--- config.mk ---
export PLATFORM = sky130hd
export DESIGN_NAME = lcs_ctrl
export DESIGN_NICKNAME = d
export VERILOG_FILES = /design/src/hw/rtl/lcs_pkg.sv /design/src/hw/rtl/lcs_ctrl.sv
export SDC_FILE = /design/constraint.sdc
export NUM_CORES = 1
export LEC_CHECK = 0
export BUFFER_PORTS_ARGS = -buffer_cell sky130_fd_sc_hd__buf_2
export CAP_MARGIN = 20
export CORE_AREA = 2 2 39 41
export CTS_CLUSTER_SIZE = 14
export DETAILED_ROUTE_END_ITERATION = 10
export DIE_AREA = 0 0 41 43
export SYNTH_ARGS = -nofsm -noshare
export SYNTH_HDL_FRONTEND = slang
export SYNTH_SLANG_ARGS = --single-unit
--- constraint.sdc ---
create_clock -name clk -period 1.2 [get_ports clk]
set_input_delay 0.06 -clock clk [delete_from_list [all_inputs] [get_ports clk]]
set_output_delay 0.06 -clock clk [all_outputs]
set_load 0.03 [all_outputs]
--- src/hw/rtl/lcs_pkg.sv ---
`timescale 1ns / 1ps

package lcs_pkg;

    // Fixed field widths of the channels
    localparam int NODE_W = 11;
    localparam int SIZE_W = 11;

    localparam logic [NODE_W-1:0] NODE_COUNT_RST = 11'd1024;

    typedef enum logic [2:0] {
        ST_CLEAR,
        ST_IDLE,
        ST_FIND_A,
        ST_FIND_B,
        ST_LINK,
        ST_GROW,
        ST_EMIT
    } state_t;

    // controller -> datapath
    typedef struct packed {
        logic in_ready;    // take an edge word this cycle if offered
        logic read_a;      // start root search at endpoint a
        logic read_b;      // start root search at endpoint b
        logic follow;      // step to the parent link just read
        logic root_a;      // capture root of a
        logic root_b;      // capture root of b
        logic link_small;  // hang smaller root under larger
        logic grow_big;    // write merged size at larger root
        logic load_out;    // load result register
        logic clr_start;   // restart clear sweep, reset best and flag
        logic clr_step;    // write one cleared entry
    } cmd_t;

    // datapath -> controller
    typedef struct packed {
        logic in_valid;
        logic edge_ok;     // edge word names a usable, non-self edge
        logic in_last;
        logic is_root;     // entry just read links to itself
        logic same_root;   // current root equals root of a
        logic last_held;   // accepted word was the last of its graph
        logic out_free;
        logic clr_last;
    } sts_t;

endpackage

--- src/hw/rtl/lcs_ctrl.sv ---
`timescale 1ns / 1ps

module lcs_ctrl (
    input  logic          clk,
    input  logic          rst_n,
    input  lcs_pkg::sts_t sts,
    output lcs_pkg::cmd_t cmd
);

    lcs_pkg::state_t state_reg, state_next;

    always_ff @(posedge clk or negedge rst_n)
    begin
        if (!rst_n)
        begin
            state_reg <= lcs_pkg::ST_CLEAR;
        end
        else
        begin
            state_reg <= state_next;
        end
    end

    always_comb
    begin
        state_next = state_reg;
        cmd        = '0;
        unique case (state_reg)
            lcs_pkg::ST_CLEAR:
            begin
                cmd.clr_step = 1'b1;
                if (sts.clr_last)
                begin
                    state_next = lcs_pkg::ST_IDLE;
                end
            end
            lcs_pkg::ST_IDLE:
            begin
                cmd.in_ready = 1'b1;
                if (sts.in_valid)
                begin
                    if (sts.edge_ok)
                    begin
                        cmd.read_a = 1'b1;
                        state_next = lcs_pkg::ST_FIND_A;
                    end
                    else if (sts.in_last)
                    begin
                        state_next = lcs_pkg::ST_EMIT;
                    end
                end
            end
            lcs_pkg::ST_FIND_A:
            begin
                if (sts.is_root)
                begin
                    cmd.root_a = 1'b1;
                    cmd.read_b = 1'b1;
                    state_next = lcs_pkg::ST_FIND_B;
                end
                else
                begin
                    cmd.follow = 1'b1;
                end
            end
            lcs_pkg::ST_FIND_B:
            begin
                if (sts.is_root)
                begin
                    cmd.root_b = 1'b1;
                    if (!sts.same_root)
                    begin
                        state_next = lcs_pkg::ST_LINK;
                    end
                    else if (sts.last_held)
                    begin
                        state_next = lcs_pkg::ST_EMIT;
                    end
                    else
                    begin
                        state_next = lcs_pkg::ST_IDLE;
                    end
                end
                else
                begin
                    cmd.follow = 1'b1;
                end
            end
            lcs_pkg::ST_LINK:
            begin
                cmd.link_small = 1'b1;
                state_next     = lcs_pkg::ST_GROW;
            end
            lcs_pkg::ST_GROW:
            begin
                cmd.grow_big = 1'b1;
                state_next   = sts.last_held ? lcs_pkg::ST_EMIT : lcs_pkg::ST_IDLE;
            end
            lcs_pkg::ST_EMIT:
            begin
                if (sts.out_free)
                begin
                    cmd.load_out  = 1'b1;
                    cmd.clr_start = 1'b1;
                    state_next    = lcs_pkg::ST_CLEAR;
                end
            end
            default:
            begin
                state_next = lcs_pkg::ST_CLEAR;
            end
        endcase
    end

endmodule

# Word level (Yosys, flattened, before mapping)
# Cells that the tools add are included.
dict set report totals {
  output_inout_bits 11
  regBits 3
  in_bits 10
}
dict set report op_classes {
  reduce_logical 3
  eq_ne 12
  n_mux 23
}
# op n
set op_table {}
lappend op_table {{3-bit 2-to-1 mux} 9}
lappend op_table {{3-bit one-hot mux with 7 select lines} 1}
lappend op_table {{1-bit 2-to-1 mux} 10}
lappend op_table {{2-bit inequality test, second input constant} 5}
lappend op_table {{3-bit equality test, second input constant} 3}
lappend op_table {{3-bit by 2-bit equality test with 1-bit output, second input constant} 2}
lappend op_table {{2-bit 2-to-1 mux} 3}
lappend op_table {{6-bit AND reduction} 1}
lappend op_table {{3-bit by 1-bit equality test with 1-bit output, second input constant} 1}
lappend op_table {{3-bit logical NOT} 1}
lappend op_table {{3-bit inequality test, second input constant} 1}
lappend op_table {{2-bit OR reduction} 1}

# Logic depth before layout (Yosys ltp)
# Gate-level depths: netlist (run 1).
dict set report depth {
  ltp_word 4
  ltp_mapped 5
  mapped_depth_nobuf 4
}

# Worst setup path after synthesis (run 1)
# OpenSTA, ideal clock, no wires.
dict set report synth_timing {
  kind {reg-to-output}
  start {reg state_reg[2]}
  end {out cmd[8] in the netlist's numbering}
  required_time_ps 1140
  stages_incl_launch_ff 5
  arrival_ps 1727
  path_slack_ps -587
  path_cell_list {dfrtp_1 -> buf_6 -> buf_2 -> nor3b_1 -> buf_4}
}
# item line
set synth_rtl {}
lappend synth_rtl {{start, declared} lcs_ctrl.sv:10} ;# lcs_pkg::state_t state_reg, state_next;
lappend synth_rtl {{start signal, assigned} lcs_ctrl.sv:16} ;# state_reg <= lcs_pkg::ST_CLEAR;
lappend synth_rtl {{start signal, assigned} lcs_ctrl.sv:20} ;# state_reg <= state_next;
lappend synth_rtl {{end, declared} lcs_ctrl.sv:7} ;# output lcs_pkg::cmd_t cmd

==> results of run 1 <==
==> layer usage <==
| layer | part of all wire | global-route usage | routed length, um |
|---|---|---|---|
| met1 | 0.43 | 0.194 | 485 |
| met2 | 0.52 | 0.256 | 587 |
| met3 | 0.048 | 0.0157 | 54 |
| met4 | 0 | 0.0600 | 0 |
| met5 | 0 | 0 | 0 |
==> cells by family (layout without fill, tap and decap cells) <==
family / count (synthesis) / after routing / synth area share
buf+inv: 7 / 42 / 0.133
compound gates: 13 / 13 / 0.284
flops: 3 / 3 / 0.185
simple gates: 27 / 27 / 0.398
==> final cells by class <==
type	count	area, um^2
clock buffer	4	26.3
sequential	3	78.8
inverter	1	6.26
tap	16	20.0
fill	123	652
multi-input combinational	40	329
timing repair buffer	37	272
==> worst max path at each step <==
stage                                   startpoint                       end  slack, ns  cells past startpoint
final                     state_reg[2]$_DFFE_PN0P_                    cmd[9]      -0.11                      4
after detailed placement  state_reg[1]$_DFFE_PN0P_                    cmd[6]      -0.09                      3
after floorplan           state_reg[2]$_DFFE_PN0P_                    cmd[8]      -0.23                      4
after CTS                 state_reg[2]$_DFFE_PN0P_                    cmd[9]      -0.11                      4
after global placement    state_reg[0]$_DFFE_PN0P_  state_reg[1]$_DFFE_PN0P_      -0.05                      4
after global routing      state_reg[2]$_DFFE_PN0P_                    cmd[9]      -0.16                      4
==> critical path, delay by kind of cell, from the launching register on <==
kind	cells	cell delay (ns)
flip-flops	1	0.45
AND/OR/NAND/NOR	2	0.30
buffers and inverters	2	0.27
==> per-stage QoR <==
| stage | setup TNS, ns | worst slack [ns] | hold slack (ns) |
|---|---|---|---|
| CTS | -0.970 | -0.113 | 0.130 |
| floorplan | -0.912 | -0.233 | -0.236 |
| finish | -0.933 | -0.109 | 0.133 |
| detailed placement | -0.409 | -0.0875 | -0.142 |
| global route | -1.91 | -0.162 | 0.149 |
| global placement | -0.182 | -0.0489 | -0.143 |
==> power groups by stage <==
stage,Sequential (mW),Combinational [mW],Clock (mW)
after floorplan,0.187,0.944,0
after global placement,0.279,1.16,0
after detailed placement,0.285,1.17,0
after CTS,0.244,1.53,0.178
after global routing,0.259,1.70,0.185
final,0.247,1.56,0.172
==> cell usage after synthesis <==
| library cell | n | area (um^2) |
|---|---|---|
| nand3_1 | 1 | 5.00 |
| nor3_1 | 3 | 15.0 |
| nor2_1 | 3 | 11.3 |
| a21o_1 | 1 | 7.51 |
| nand4_1 | 1 | 6.26 |
| a21oi_1 | 1 | 5.00 |
| nor2b_1 | 3 | 18.8 |
| a31oi_2 | 2 | 25.0 |
| buf_6 | 2 | 22.5 |
| buf_2 | 1 | 5.00 |
| a21bo_1 | 1 | 10.0 |
| o21ai_0 | 4 | 20.0 |
| a211oi_2 | 1 | 12.5 |
| buf_4 | 3 | 22.5 |
| a21oi_2 | 1 | 8.76 |
| nand2_1 | 5 | 18.8 |
| nand2b_1 | 4 | 25.0 |
| dfrtp_1 | 3 | 75.1 |
| and3_1 | 1 | 6.26 |
| nor3b_1 | 3 | 22.5 |
| nor3_2 | 1 | 10.0 |
| nor3b_2 | 1 | 12.5 |
| o211ai_4 | 1 | 21.3 |
| inv_2 | 1 | 3.75 |
| and4b_1 | 1 | 10.0 |
| o21ai_1 | 1 | 5.00 |
==> timing repair <==
item	in CTS	in global routing
buffers inserted	7	0
setup endpoints to repair	14	14
pin swaps	5	0
resized for setup	24	3
hold endpoints to repair	3	0
hold buffers	1	0
==> out/metrics.csv, run 1 <==
metric,value,unit
setup_ws,-0.109,ns
antenna_cells,0,
final_nets,96,
vias,481,
dr.pass1.iters,3,
power_leakage,0.342,nW
placed_cell_area,568,um^2
area_growth,80.6,%
synth_cell_types,26,
cp_common_cell,buf_6,
startpoint_type,flop,
status,"complete, but fails checks",
max_cap_viol_count,0,
finClkSkew,0.00397,ns
grt_pass1_vias,462,
die_w,41,um
cts-buffers-inserted,3,
final_util,0.529,
endpoint_kind,primary output,
grt_overflow,0,
cts.clk_slew.worst_paths,0.03,ns
core_area,0.00138,mm^2
cts_max_level,1,
drive_gt1_frac,0.682,
worstHoldPathType,in -> reg,
rsz0062_at_grt,true,
clockBufferDepth,2,
post_drt_via_cell_ratio,4.76,
io_buffers,20,
grt_max_degree,8,
violations,setup timing,
synth-seq-cells,3,
die_area,0.00176,mm^2
ant_nets,0,
synth_nets,60,
dp_cells,89,
pwr-share-clk,0.087,
critPathRequiredTime,1.14,ns
fin_crit_sh,1.09,
max-vdd-ir-drop,1.01,mV
drt_wl_total,1.13,mm
setup_viol,14,
seq_area_frac_synth,0.185,
fin_cells,101,
postSynthAreaPerCell,8.11,um^2
largest_register_ffs,3,
path_class,reg -> out,
final_cell_area,732,um^2
final_cell_mix,"20 x buf_4, 11 x buf_2, 5 x nand2_1, 5 x buf_6",
crit_path_cell_trace,buf_6 > nor3_4 > and3_4 > buf_6,
io_pins,21,
hpwl,794,um
switching_share,0.458,
synthCells,50,
yosys_warnings,0,
ff2ff_path_depth,5,
hold_violations,0,
r2r-end,state_reg[1]$_DFFE_PN0P_,
clock-root-buffer,clkbuf_4,
wire_per_inst,11.2,um
hold_path_end,state_reg[2]$_DFFE_PN0P_,
hp-start,sts[1],
fp-row-count,14,
p_sw,0.908,mW
arrival,1.25,ns
slowest_stage,dfrtp_2,
max_stage_delay,0.45,ns
fp.dieH,43,um
fin_crit,1.31,ns
rrSetupSlack,-0.09,ns
seqPwrFrac,0.125,
gp_congestion,0.838,
drt_iter0_drc,8,
slew_headroom,0.850,
drv_slew,0,
r2r-start,state_reg[2]$_DFFE_PN0P_,
clock-sinks,3,
p_per_area,2710,mW/mm^2
grtUsageTotal,0.155,
whs_path_depth,3,
p_total,1.98,mW
drc_errors,0,
worstMarginPinSlew,0.224,ns
antenna_found_initial,0,
grt_pass1_wl,1.90,mm
timing.fmax,0.764,GHz
clk_latency,0.23,ns
p_int,1.07,mW
critPathMaxFanout,6,
cts_tree,done,
start_util,0.293,
power_frac_comb,0.788,
layout_commonest_cell,buf_4,
synth_area,405,um^2
Power figures use the tool's default switching activity.
==> inputs of run 2 (changes only) <==
--- a/config.mk
+++ b/config.mk
@@ -11,6 +11,8 @@
 export CTS_CLUSTER_SIZE = 14
 export DETAILED_ROUTE_END_ITERATION = 10
 export DIE_AREA = 0 0 41 43
+export PLACE_DENSITY = 0.58
+export SLEW_MARGIN = 15
 export SYNTH_ARGS = -nofsm -noshare
 export SYNTH_HDL_FRONTEND = slang
 export SYNTH_SLANG_ARGS = --single-unit
==> run 2 against run 1 <==
Against the previous run:
- the flow still finishes with violations (setup timing)
- count of clock-buffer cells in the layout unchanged
- non-clock buffer count rose by 1
- cell count grew 0.99%
==> out/metrics.csv, run 2 (synthesis results as in run 1) <==
metric,value,unit
grt_pass1_vias,443,
io_buffers,20,
final_util,0.576,
fillCellCount,119,
worstMarginPinSlew,0.255,ns
clock-root-buffer,clkbuf_4,
setup_ws,-0.155,ns
endpoint_kind,primary output,
arrival,1.30,ns
finClkSkew,0.000663,ns
fin_crit_sh,1.13,
vias,494,
path_buf_inv,2,
cts-buffers-inserted,3,
die_w,41,um
drv_slew,0,
io_pins,21,
fin_cells,102,
grt_max_degree,7,
whs_path_depth,3,
path_class,reg -> out,
drt_iter0_drc,7,
largest_register_ffs,3,
rsz0062_at_grt,true,
timing.fmax,0.738,GHz
setup_tns,-1.05,ns
grt_overflow,0,
slowest_stage,dfrtp_2,
drt_wl_total,1.20,mm
post_drt_via_cell_ratio,4.84,
path_depth,4,
max_cap_viol_count,0,
gp_congestion,0.835,
cpLargestDelayFamily,flip-flops,
hpwl,790,um
p_per_area,2740,mW/mm^2
ff2ff_path_depth,6,
drc_errors,0,
hold_slack,0.122,ns
status,"complete, but fails checks",
die_area,0.00176,mm^2
dr.pass1.iters,2,
final_nets,97,
core_area,0.00138,mm^2
slew_headroom,0.830,
fp-row-count,14,
antenna_found_initial,0,
power_leakage,0.361,nW
cts_tree,done,
grt_pass1_wl,1.84,mm
critPathMaxFanout,6,
dp_cells,88,
drive_gt1_frac,0.686,
area_growth,96.6,%
max_stage_delay,0.42,ns
setup_viol,14,
cts.clk_slew.worst_paths,0.04,ns
max-vdd-ir-drop,1.15,mV
antenna_cells,0,
grtUsageTotal,0.153,
start_util,0.293,
fin_crit,1.36,ns
ant_nets,0,
clk_latency,0.24,ns
cts_max_level,1,
worstHoldPathType,in -> reg,
wire_per_inst,11.7,um
hold_violations,0,
clock-sinks,3,
violations,setup timing,
final_cell_mix,"15 x buf_4, 11 x buf_6, 10 x buf_2, 4 x nand2_1, 4 x o21ai_0",
startpoint_type,flop,
clockBufferDepth,2,
fp.dieH,43,um
p_total,2.18,mW
critPathRequiredTime,1.14,ns
layout_commonest_cell,buf_4,
crit_path_cell_trace,buf_12 > nor3_4 > and3_4 > buf_6,
-- run 2: cell count changes in the layout (fill, tap and decap cells not counted), moves of 2 or more --
cell / delta
nor2_4: +2
nor3_1: +2
buf_4: -5
buf_6: +6
nor3_2: -2
-- run 2: worst register-to-register path, cell delays in order, from the launching register on --
cell and delay [ns]:
dfrtp_2 0.44, buf_4 0.15, buf_4 0.14, buf_4 0.13, a21o_1 0.14, nand4_1 0.09, o21ai_1 0.08
-- run 2: layout make-up --
class / instances / area, um^2 / area share
repair buffers: 38 / 317 / 0.397
multi-input cells: 40 / 349 / 0.438
well taps: 16 / 20.0 / 0.0251
inverters: 1 / 6.26 / 0.00785
flip-flops and latches: 3 / 78.8 / 0.0989
clock buffers: 4 / 26.3 / 0.0330
-- run 2: repair_timing --
| item | 4_1_cts | 5_1_grt |
|---|---|---|
| buffers inserted | 6 | 3 |
| pin swaps | 4 | 4 |
| setup endpoints to repair | 14 | 14 |
| gates resized for setup | 30 | 4 |
| endpoints found under the hold margin | 3 | 0 |
| hold buffers | 1 | 0 |
-- run 2: power by group --
part,switching [mW],leakage (nW),internal [mW]
clock,0.0596,0.0150,0.125
combinational,0.836,0.312,0.909
sequential,0.0887,0.0334,0.164
total,0.984,0.361,1.20
-- run 2: path summary, 6_finish.rpt --
path / start / end / slack, ns
max in group asynchronous: rst_n / state_reg[0]$_DFFE_PN0P_ / 0.94
setup reg to reg: state_reg[0]$_DFFE_PN0P_ / state_reg[2]$_DFFE_PN0P_ / -0.10
hold reg to reg: state_reg[2]$_DFFE_PN0P_ / state_reg[1]$_DFFE_PN0P_ / 0.75
hold / removal: sts[1] / state_reg[2]$_DFFE_PN0P_ / 0.12
min in group asynchronous: rst_n / state_reg[2]$_DFFE_PN0P_ / 0.15
setup / recovery: state_reg[1]$_DFFE_PN0P_ / cmd[9] / -0.16
-- run 2: stage by stage --
stage / setup WS, ns / area, um^2
finish: -0.155 / 797
global route: -0.206 / 797
CTS: -0.161 / 752
detailed placement: -0.0205 / 573
global placement: -0.0355 / 573
floorplan: -0.233 / 430
-- run 2: routing by layer --
metal	wire length, um	vias to the layer above	part of all wire	global-route usage
li1	-	249	-	-
met1	477	230	0.40	0.177
met2	656	15	0.55	0.256
met3	64	0	0.053	0.0314
met4	0	0	0	0.0600
met5	0	-	0	0
==> inputs of run 3 (changes only) <==
==> constraint.sdc (replaced) <==
create_clock -name clk -period 1.76 [get_ports clk]
set_input_delay 0.088 -clock clk [delete_from_list [all_inputs] [get_ports clk]]
set_output_delay 0.088 -clock clk [all_outputs]
set_load 0.03 [all_outputs]
==> run 3 against run 2 <==
Against the previous run:
- the run now ends clean
- critical path depth decreased by 1
- first-iteration DRC count stayed put
- clock power down 36%
- sequential power decreased by 7%
- power decreased by 58%
- worst hold slack improved by 0.032 ns
- core utilization is 20 points lower
- count of clock-buffer cells in the layout unchanged
- via count down 16%
- register-to-register slack better by 0.49 ns
- worst setup slack improved by 0.34 ns
- die area is the same
- highest routed layer unchanged
==> out/metrics.csv, run 3 (synthesis results as in run 1) <==
metric,value,unit
setup_viol,0,
grt_pass1_wl,1.49,mm
post_cts_buffers,0,
hold_slack,0.154,ns
p_per_area,1790,mW/mm^2
cts.clk_slew.worst_paths,0.04,ns
arrival,1.49,ns
max_stage_delay,0.53,ns
cpLargestDelayFamily,flip-flops,
die_w,41,um
antenna_found_initial,0,
clock-root-buffer,clkbuf_4,
area_growth,27.5,%
max_cap_viol_count,0,
clockBufferDepth,2,
hold_violations,0,
p_total,0.923,mW
clock-sinks,3,
ant_nets,0,
fillCellCount,152,
final_cell_area,517,um^2
io_pins,21,
dp_cells,80,
layout_commonest_cell,buf_2,
hpwl,682,um
drv_slew,0,
status,finished clean,
slowest_stage,dfrtp_1,
slew_headroom,0.651,
grtUsageTotal,0.125,
setup_tns,0,ns
cts_tree,done,
grt_pass1_vias,369,
largest_register_ffs,3,
cts-buffers-inserted,3,
die_area,0.00176,mm^2
wire_per_inst,11.0,um
timing.fmax,0.634,GHz
start_util,0.293,
startpoint_type,flop,
fp-row-count,14,
fp.dieH,43,um
critPathMaxFanout,13,
final_nets,80,
cts_resized,0,
grt_max_degree,19,
drive_gt1_frac,0.464,
rsz0062_at_grt,false,
worstHoldPathType,in -> reg,
cts_max_level,1,
critPathRequiredTime,1.67,ns
core_area,0.00138,mm^2
fin_crit,1.58,ns
clk_latency,0.23,ns
setup_ws,0.182,ns
crit_path_cell_trace,nand2b_1 > nor3b_2 > buf_2,
path_class,reg -> out,
vias,415,
worstMarginPinSlew,0.523,ns
io_buffers,20,
final_cell_mix,"20 x buf_2, 5 x nand2_1, 4 x nand2b_1, 4 x o21ai_0",
dp_slack,0.398,ns
grt_overflow,0,
antenna_cells,0,
finClkSkew,0.00227,ns
drt_iter0_drc,7,
dr.pass1.iters,4,
gp_congestion,0.811,
fin_crit_sh,0.896,
drc_errors,0,
power_leakage,0.248,nW
final_util,0.373,
path_buf_inv,1,
placed_cell_area,480,um^2
drt_wl_total,938,um
fin_cells,85,
max-vdd-ir-drop,0.754,mV
endpoint_kind,primary output,
post_drt_via_cell_ratio,4.88,
==> run 3: changes by cell type in the layout (fill, tap and decap cells not counted), sizes merged <==
cell,previous run,this run
buf,37,20
==> run 3: worst min-delay path, stage by stage <==
cell	delay, ns
buf_2	0.09
nand2b_1	0.10
o21ai_1	0.06
==> run 3: power by group <==
group          switching, mW  internal (mW)  total [mW]
clock                 0.0341         0.0849       0.119
sequential             0.133          0.103       0.236
combinational          0.335          0.233       0.568
==> run 3: repair_timing <==
action	CTS	global route
endpoints found under the hold margin	3	0
hold buffers	1	0
endpoints found under the setup margin	0	0
==> run 3: per-layer routing <==
metal / GRT usage / wire length, um / vias up
met3: 0.0157 / 43 / 0
met2: 0.197 / 505 / 12
met4: 0.0600 / 0 / 0
met5: 0 / 0 / -
met1: 0.159 / 389 / 191
li1: - / - / 212
==> run 3: final cells by class <==
| class | count | area (um^2) | area share |
|---|---|---|---|
| timing repair buffer | 21 | 110 | 0.213 |
| multi-input combinational | 40 | 282 | 0.545 |
| clock buffer | 4 | 26.3 | 0.0508 |
| inverter | 1 | 3.75 | 0.00726 |
| tap | 16 | 20.0 | 0.0387 |
| sequential | 3 | 75.1 | 0.145 |
==> run 3: worst paths after layout <==
kind | start | to | slack (ns) | cells past startpoint
setup / recovery | state_reg[0]$_DFFE_PN0P_ | cmd[8] | 0.18 | 3
hold / removal | sts[1] | state_reg[2]$_DFFE_PN0P_ | 0.15 | 3
setup reg to reg | state_reg[0]$_DFFE_PN0P_ | state_reg[1]$_DFFE_PN0P_ | 0.39 | 4
hold reg to reg | state_reg[2]$_DFFE_PN0P_ | state_reg[2]$_DFFE_PN0P_ | 0.82 | 2
max in group asynchronous | rst_n | state_reg[0]$_DFFE_PN0P_ | 1.47 | 2
min in group asynchronous | rst_n | state_reg[1]$_DFFE_PN0P_ | 0.18 | 2
